[config.mk]
export PLATFORM = sky130hd
export DESIGN_NAME = value_set_table_unit
export DESIGN_NICKNAME = d
export VERILOG_FILES = /design/src/rtl/vst_pkg.sv /design/src/rtl/value_set_table_unit.sv /design/src/rtl/vst_ram.sv /design/src/rtl/vst_seq.sv
export SDC_FILE = /design/constraint.sdc
export NUM_CORES = 2
export LEC_CHECK = 0
export ABC_AREA = 0
export BUFFER_PORTS_ARGS = -buffer_cell sky130_fd_sc_hd__buf_2
export CORE_MARGIN = 2
export CORE_UTILIZATION = 53
export DETAILED_ROUTE_END_ITERATION = 10
export PLACE_DENSITY = 0.68
export SYNTH_ARGS = -nofsm -noshare
export SYNTH_HDL_FRONTEND = slang
export SYNTH_SLANG_ARGS = --single-unit
export TNS_END_PERCENT = 30
[constraint.sdc]
create_clock -name i_clk -period 9.5 [get_ports i_clk]
set_input_delay 0.95 -clock i_clk [delete_from_list [all_inputs] [get_ports i_clk]]
set_output_delay 0.95 -clock i_clk [all_outputs]
set_load 0.1 [all_outputs]
[src/rtl/vst_pkg.sv]
// Shared types, sizes and codes for the value set table.
package vst_pkg;

    // Table size and the widths that follow from it
    localparam int CAPACITY = 128;
    localparam int ADDR_W   = (CAPACITY > 1) ? $clog2(CAPACITY) : 1;
    localparam int COUNT_W  = $clog2(CAPACITY + 1);

    // Operation codes
    localparam logic [1:0] MODE_INSERT = 2'd0;
    localparam logic [1:0] MODE_REMOVE = 2'd1;
    localparam logic [1:0] MODE_LOOKUP = 2'd2;
    localparam logic [1:0] MODE_NOP    = 2'd3;  // unused code, table left alone

    // Status codes
    localparam logic [1:0] ST_DONE    = 2'd0;
    localparam logic [1:0] ST_FULL    = 2'd1;
    localparam logic [1:0] ST_MISSING = 2'd2;

    // Input word
    typedef struct packed {
        logic [1:0]  mode;
        logic [31:0] value;
    } t_in_word;

    // Output word
    typedef struct packed {
        logic       found;
        logic [1:0] status;
        logic [7:0] count;
    } t_out_word;

    // Finished result from the sequencer
    typedef struct packed {
        logic      valid;
        t_out_word word;
    } t_res;

    // Memory access request from the sequencer
    typedef struct packed {
        logic              we;
        logic [ADDR_W-1:0] waddr;
        logic [31:0]       wdata;
        logic [ADDR_W-1:0] raddr;
    } t_ram_req;

    // Sequencer states
    typedef enum logic [1:0] {
        S_IDLE,
        S_SCAN,
        S_FINISH
    } t_state;

endpackage

[src/rtl/value_set_table_unit.sv]
// Top level of the value set table: sequencer, entry memory, output register.
//
//  channel | direction | valid       | stall       | word
//  --------+-----------+-------------+-------------+-----------------------
//  in      | input     | i_in_valid  | o_in_stall  | i_in_word (mode,value)
//  out     | output    | o_out_valid | i_out_stall | o_out_word (found,status,count)
//
// Each word is a scan of the stored entries, one memory read per entry, then the
// registered read data and a finish state; lookup and insert stop at the first hit,
// and a no-op mode skips the scan. The single read port of the entry memory sets this.
// Reset clears the entry count and control state; the memory keeps its contents, and
// no clearing pass is run. A stalled output holds its word in the output register; a
// finished word waits in the sequencer only while that register is full and stalled.
module value_set_table_unit (
    input  logic               i_clk,
    input  logic               i_rst_n,
    input  logic               i_in_valid,
    output logic               o_in_stall,
    input  vst_pkg::t_in_word  i_in_word,
    output logic               o_out_valid,
    input  logic               i_out_stall,
    output vst_pkg::t_out_word o_out_word
);
    import vst_pkg::*;

    logic        w_idle;
    logic        w_start;
    logic        w_slot_free;
    logic [31:0] w_rd_data;
    t_ram_req    w_ram;
    t_res        w_res;

    logic        r_out_valid, n_out_valid;
    t_out_word   r_out_word, n_out_word;

    assign o_in_stall  = !w_idle;
    assign w_start     = i_in_valid && w_idle;
    assign w_slot_free = !r_out_valid || !i_out_stall;

    vst_seq u_seq (
        .i_clk       (i_clk),
        .i_rst_n     (i_rst_n),
        .i_start     (w_start),
        .i_word      (i_in_word),
        .i_res_ready (w_slot_free),
        .i_rd_data   (w_rd_data),
        .o_idle      (w_idle),
        .o_ram       (w_ram),
        .o_res       (w_res)
    );

    vst_ram #(
        .WIDTH (32),
        .DEPTH (CAPACITY)
    ) u_ram (
        .i_clk   (i_clk),
        .i_we    (w_ram.we),
        .i_waddr (w_ram.waddr),
        .i_wdata (w_ram.wdata),
        .i_raddr (w_ram.raddr),
        .o_rdata (w_rd_data)
    );

    // output register
    always_comb begin
        n_out_valid = r_out_valid;
        n_out_word  = r_out_word;
        if (w_res.valid && w_slot_free) begin
            n_out_valid = 1'b1;
            n_out_word  = w_res.word;
        end else if (!i_out_stall) begin
            n_out_valid = 1'b0;
        end
    end

    always_ff @(posedge i_clk) begin
        if (!i_rst_n) begin
            r_out_valid <= 1'b0;
        end else begin
            r_out_valid <= n_out_valid;
        end
        r_out_word <= n_out_word;
    end

    assign o_out_valid = r_out_valid;
    assign o_out_word  = r_out_word;

    // a dropped insert only happens with the table at capacity
    a_full_count: assert property (@(posedge i_clk) disable iff (!i_rst_n)
        (w_res.valid && w_res.word.status == ST_FULL) |-> (w_res.word.count == 8'(CAPACITY)))
        else $error("full status with count below capacity");

    // a failed remove never reports a match
    a_missing_found: assert property (@(posedge i_clk) disable iff (!i_rst_n)
        (w_res.valid && w_res.word.status == ST_MISSING) |-> !w_res.word.found)
        else $error("missing status with found set");

    // a new output word comes only from a finished sequencer result
    a_out_source: assert property (@(posedge i_clk) disable iff (!i_rst_n)
        $rose(o_out_valid) |-> $past(w_res.valid))
        else $error("output word without a finished result");

    // the sequencer offers no result while it is ready for input
    a_idle_nores: assert property (@(posedge i_clk) disable iff (!i_rst_n)
        !o_in_stall |-> !w_res.valid)
        else $error("result offered while idle");

endmodule

[src/rtl/vst_ram.sv]
// Generic simple dual-port RAM: one write port, one registered read port.
module vst_ram #(
    parameter int WIDTH = 32,
    parameter int DEPTH = 128,
    localparam int AW   = (DEPTH > 1) ? $clog2(DEPTH) : 1
) (
    input  logic             i_clk,
    input  logic             i_we,
    input  logic [AW-1:0]    i_waddr,
    input  logic [WIDTH-1:0] i_wdata,
    input  logic [AW-1:0]    i_raddr,
    output logic [WIDTH-1:0] o_rdata
);

    logic [WIDTH-1:0] r_mem [DEPTH];
    logic [WIDTH-1:0] r_rdata;

    // write and registered read
    always_ff @(posedge i_clk) begin
        if (i_we) begin
            r_mem[i_waddr] <= i_wdata;
        end
        r_rdata <= r_mem[i_raddr];
    end

    assign o_rdata = r_rdata;

endmodule

[src/rtl/vst_seq.sv]
// Sequencer: scans the entry memory, shifts on remove, appends on insert.
module vst_seq (
    input  logic              i_clk,
    input  logic              i_rst_n,
    input  logic              i_start,
    input  vst_pkg::t_in_word i_word,
    input  logic              i_res_ready,
    input  logic [31:0]       i_rd_data,
    output logic              o_idle,
    output vst_pkg::t_ram_req o_ram,
    output vst_pkg::t_res     o_res
);
    import vst_pkg::*;

    t_state             r_state, n_state;
    logic [1:0]         r_mode, n_mode;
    logic [31:0]        r_value, n_value;
    logic [COUNT_W-1:0] r_count, n_count;
    logic [COUNT_W-1:0] r_ptr, n_ptr;
    logic               r_pend, n_pend;
    logic [ADDR_W-1:0]  r_pend_addr, n_pend_addr;
    logic               r_hit, n_hit;

    logic issue;
    logic match;
    logic room;

    assign issue = (r_ptr < r_count);
    assign match = r_pend && !r_hit && (i_rd_data == r_value);
    assign room  = (r_count < COUNT_W'(CAPACITY));

    // next state
    always_comb begin
        n_state = r_state;
        case (r_state)
            S_IDLE: begin
                if (i_start) begin
                    n_state = (i_word.mode == MODE_NOP) ? S_FINISH : S_SCAN;
                end
            end
            S_SCAN: begin
                // stop at the first hit unless entries must shift down
                if ((match && r_mode != MODE_REMOVE) || !issue) begin
                    n_state = S_FINISH;
                end
            end
            S_FINISH: begin
                if (i_res_ready) begin
                    n_state = S_IDLE;
                end
            end
            default: n_state = S_IDLE;
        endcase
    end

    // datapath, memory requests and result
    always_comb begin
        n_mode      = r_mode;
        n_value     = r_value;
        n_count     = r_count;
        n_ptr       = r_ptr;
        n_pend      = r_pend;
        n_pend_addr = r_pend_addr;
        n_hit       = r_hit;
        o_ram.we    = 1'b0;
        o_ram.waddr = r_pend_addr - ADDR_W'(1);
        o_ram.wdata = i_rd_data;
        o_ram.raddr = r_ptr[ADDR_W-1:0];
        o_res.valid       = 1'b0;
        o_res.word.found  = r_hit;
        o_res.word.status = ST_DONE;
        o_res.word.count  = 8'(r_count);
        case (r_state)
            S_IDLE: begin
                if (i_start) begin
                    n_mode  = i_word.mode;
                    n_value = i_word.value;
                    n_ptr   = '0;
                    n_pend  = 1'b0;
                    n_hit   = 1'b0;
                end
            end
            S_SCAN: begin
                // stream reads; data of address k lands in the next cycle
                n_pend      = issue;
                n_pend_addr = r_ptr[ADDR_W-1:0];
                if (issue) begin
                    n_ptr = r_ptr + COUNT_W'(1);
                end
                if (match) begin
                    n_hit = 1'b1;
                end
                // after the hit, each later entry moves down one place
                if (r_pend && r_hit && r_mode == MODE_REMOVE) begin
                    o_ram.we = 1'b1;
                end
            end
            S_FINISH: begin
                o_res.valid = 1'b1;
                case (r_mode)
                    MODE_INSERT: begin
                        o_ram.waddr = r_count[ADDR_W-1:0];
                        o_ram.wdata = r_value;
                        if (room) begin
                            o_res.word.count = 8'(r_count + COUNT_W'(1));
                            if (i_res_ready) begin
                                o_ram.we = 1'b1;
                                n_count  = r_count + COUNT_W'(1);
                            end
                        end else begin
                            o_res.word.status = ST_FULL;
                        end
                    end
                    MODE_REMOVE: begin
                        if (r_hit) begin
                            o_res.word.count = 8'(r_count - COUNT_W'(1));
                            if (i_res_ready) begin
                                n_count = r_count - COUNT_W'(1);
                            end
                        end else begin
                            o_res.word.status = ST_MISSING;
                        end
                    end
                    MODE_LOOKUP: begin
                    end
                    default: begin
                        o_res.word.found = 1'b0;
                    end
                endcase
            end
            default: begin
            end
        endcase
    end

    // registers
    always_ff @(posedge i_clk) begin
        if (!i_rst_n) begin
            r_state <= S_IDLE;
            r_count <= '0;
            r_pend  <= 1'b0;
            r_hit   <= 1'b0;
        end else begin
            r_state <= n_state;
            r_count <= n_count;
            r_pend  <= n_pend;
            r_hit   <= n_hit;
        end
        r_mode      <= n_mode;
        r_value     <= n_value;
        r_ptr       <= n_ptr;
        r_pend_addr <= n_pend_addr;
    end

    assign o_idle = (r_state == S_IDLE);

endmodule

==> impl_metrics.env <==
export IMPL_status="finished, final reports clean"
export IMPL_critPathLaunchType="flip-flop"
export IMPL_fin_crit_ps=5560
export IMPL_cts_tree="done"
export IMPL_synth_top_area_cell="edfxtp_1"
export IMPL_layout_drive_gt1_share_pct=22.1
export IMPL_fillers=20900
export IMPL_setup_violations=0
export IMPL_drv_cap=0
export IMPL_fin_area_um2=181000
export IMPL_multi_input_area_um2=35000
export IMPL_ys_ff_latch=4201
export IMPL_insertion_delay_ps=1010
export IMPL_clock_sinks=4201
export IMPL_min_path_type="primary input to flip-flop"
export IMPL_stdcell_count=12300
export IMPL_synthCells=7712
export IMPL_grt_max_degree=123
export IMPL_die_y_um=556
export IMPL_io_pins=51
export IMPL_synth_most_common_cell="edfxtp_1"
export IMPL_ys_top_cells_by_count="4156 x edfxtp_1, 768 x mux4_2, 707 x mux2i_1"
export IMPL_post_place_ws_ps=3970
export IMPL_rsz0062_at_grt="false"
export IMPL_dp_hpwl_um=245000
export IMPL_maxSlewViolCount=0
export IMPL_post_drt_wl_per_cell_um=34.9
export IMPL_hold_violations=0
export IMPL_cp_arrival_ps=6340
export IMPL_grt_overflow=0
export IMPL_p_switching_mw=20.2
export IMPL_place_inst=11500
export IMPL_drtIter0Drc=13200
export IMPL_gp_congestion=0.879
export IMPL_crit_fanout=77
export IMPL_async_flop_share_pct=0
export IMPL_antenna_left=0
export IMPL_drt_total_wl_um=428000
export IMPL_ys_warn_count=0
export IMPL_synth_seq_area_share_pct=77.8
export IMPL_std_cell_rows=202
export IMPL_power_density_nw_per_um2=320
export IMPL_power_frac_clock_pct=27.4
export IMPL_via_count=81000
export IMPL_clkTransAtPathRegs_ps=60
export IMPL_setup_tns_ps=0
export IMPL_synth_avg_cell_area_um2=21.0
export IMPL_vias_per_cell=6.60
export IMPL_hold_buffers=0
export IMPL_peakVddDrop_mv=0.384
export IMPL_synth_distinct_cells=59
export IMPL_clockBufferDepth=4
export IMPL_holdWs_ps=140
export IMPL_die_w_um=556
export IMPL_portBuffers=50
export IMPL_fin_nets=8005
export IMPL_htree_levels=5
export IMPL_synth_area_top_cells="edfxtp_1 77%, mux4_2 11%, mux2i_1 4.4%, a22oi_1 0.87%, nand2_1 0.76%"
export IMPL_cts_resized=0
export IMPL_regArea_um2=126000
export IMPL_skew_ps=74.5
export IMPL_core_um2=303000
export IMPL_grt_pass1_wl_um=599000
export IMPL_cts_buffers=405
export IMPL_leakagePower_nw=56.3
export IMPL_fmax_ghz=0.180
export IMPL_synth_top_flop_cell="edfxtp_1"
export IMPL_cts_setup_buffers=0
export IMPL_grt_use_total_pct=27.5
export IMPL_grt_pass1_vias=78400
export IMPL_combPwrFrac_pct=31.5
export IMPL_sw_frac_of_total_pct=34.7
export IMPL_postPlaceCellArea_um2=168000
export IMPL_yosysTopAreaCellShare_pct=77.2
export IMPL_synth_cell_area_um2=162000
export IMPL_synth_edf_count=4156
export IMPL_worst_setup_path_end_kind="flip-flop"
export IMPL_critPathKind="flip-flop to flip-flop"
export IMPL_cp_required_ps=10290
export IMPL_drc_errors=0
export IMPL_setup_ws_ps=3940
export IMPL_worstMarginPinSlew_ps=1410
export IMPL_p_int_mw=37.9
export IMPL_relSlewSlack_pct=5.26
export IMPL_die_area_um2=309000
export IMPL_fin_crit_sh_pct=58.5
export IMPL_syn_num_nets=7765
export IMPL_start_util_pct=53.3
export IMPL_cts_root_buffer="clkbuf_16"
export IMPL_seq_power_share_pct=41.1
export IMPL_syn2layout_area_growth_pct=12.1
export IMPL_dr_pass1_iters=7
export IMPL_antenna_found_initial=39
final cells by class:
type | count | share of cell area (%)
Tap cell | 3978 | 2.75
Timing Repair Buffer | 280 | 1.22
Inverter | 20 | 0.0415
Clock inverter | 238 | 1.31
Multi-Input combinational cell | 3044 | 19.3
Sequential cell | 4201 | 69.4
Antenna cell | 6 | 0.00829
Clock buffer | 501 | 5.92
placed cells by master (no fill, tap or decap), types with 9 or more instances in the layout:
cell,n
bufinv_16,39
buf_2,50
mux2i_1,707
xnor2_1,47
o211ai_1,12
buf_12,19
dfxtp_1,45
o21ai_0,127
mux4_2,768
clkinv_2,82
a21oi_1,125
nand2_4,33
a31oi_1,79
nand2_1,296
ha_1,15
o22ai_1,24
nand4_1,33
a211oi_1,30
a22o_1,51
a41oi_1,36
nor2_4,132
a221oi_1,96
buf_4,211
clkbuf_8,9
a22oi_1,188
nor2_1,49
inv_1,20
and2_1,16
o21ai_1,16
edfxtp_1,4156
clkbuf_16,411
clkbuf_1,81
clkinv_1,85
nand3_1,48
routing by layer:
metal  track usage (%)  vias up  share of wire, %
li1                  -    32600                 -
met1              39.8    42800                38
met2              41.2     4887                46
met3              7.12      639                12
met4              9.14       18               3.6
met5                 0        -             0.027
registers in the layout, summed over array words and instances (netlist names):
| signal | cells |
|---|---|
| u_seq.r_mode | 2 |
| u_seq.r_pend_addr | 7 |
| u_seq.r_value | 32 |
| u_seq.r_pend | 1 |
| u_seq.r_ptr | 8 |
| o_out_valid | 1 |
| u_seq.r_hit | 1 |
| u_ram.o_rdata | 32 |
| o_out_word | 11 |
| u_ram.r_mem | 4096 |
| u_seq.r_state | 2 |
| u_seq.r_count | 8 |
worst max-delay path: stages (launching register included):
cell	delay (ps)
edfxtp_1	450
buf_12	520
buf_4	780
buf_4	770
mux2i_1	270
a22oi_1	110
a31oi_1	520
o21ai_0	480
a211oi_1	1250
a41oi_1	80
power by group through the flow:
stage	clock network [mW]	logic [mW]	registers, mW
final	15.9	18.3	23.8
after CTS	16.1	18.1	23.8
after floorplan	0	10.1	24.5
after global routing	16.8	18.9	23.8
after detailed placement	0	18.1	24.2
after global placement	0	17.7	24.2
stage by stage:
step                utilization, %  power [mW]
finish                        59.8        58.0
global route                  59.8        59.5
CTS                           59.8        58.0
detailed placement            55.4        42.3
global placement              55.4        41.9
floorplan                        -        34.6
logic make-up (layout without fill, tap and decap cells):
group                    count (synthesis)  after routing  synth area share (%)
flip-flops                            4201           4201                  77.8
XOR/XNOR                                51             51                 0.276
multiplexers                          1475           1475                  15.1
AND/OR/NAND/NOR                        666            666                  1.77
buffers and inverters                  467           1039                  1.42
AO/OA/AOI/OAI                          837            837                  3.56
other                                    0              6                     0
adder cells (fa/ha/maj)                 15             15                 0.116
final timing paths:
| check | endpoint | cells after the start | from | slack (ps) |
|---|---|---|---|---|
| worst max-delay path | u_ram.o_rdata[2]$_DFF_P_ | 9 | u_seq.r_ptr[0]$_SDFFCE_PN0P_ | 3940 |
| worst min-delay path | u_seq.r_value[29]$_DFFE_PP_ | 1 | i_in_word[29] | 140 |
| worst max register to register | u_ram.o_rdata[2]$_DFF_P_ | 9 | u_seq.r_ptr[0]$_SDFFCE_PN0P_ | 3940 |
| worst min register to register | u_seq.r_state[0]$_SDFFE_PN0P_ | 2 | u_seq.r_state[0]$_SDFFE_PN0P_ | 520 |
(Power assumes the default switching activity.)
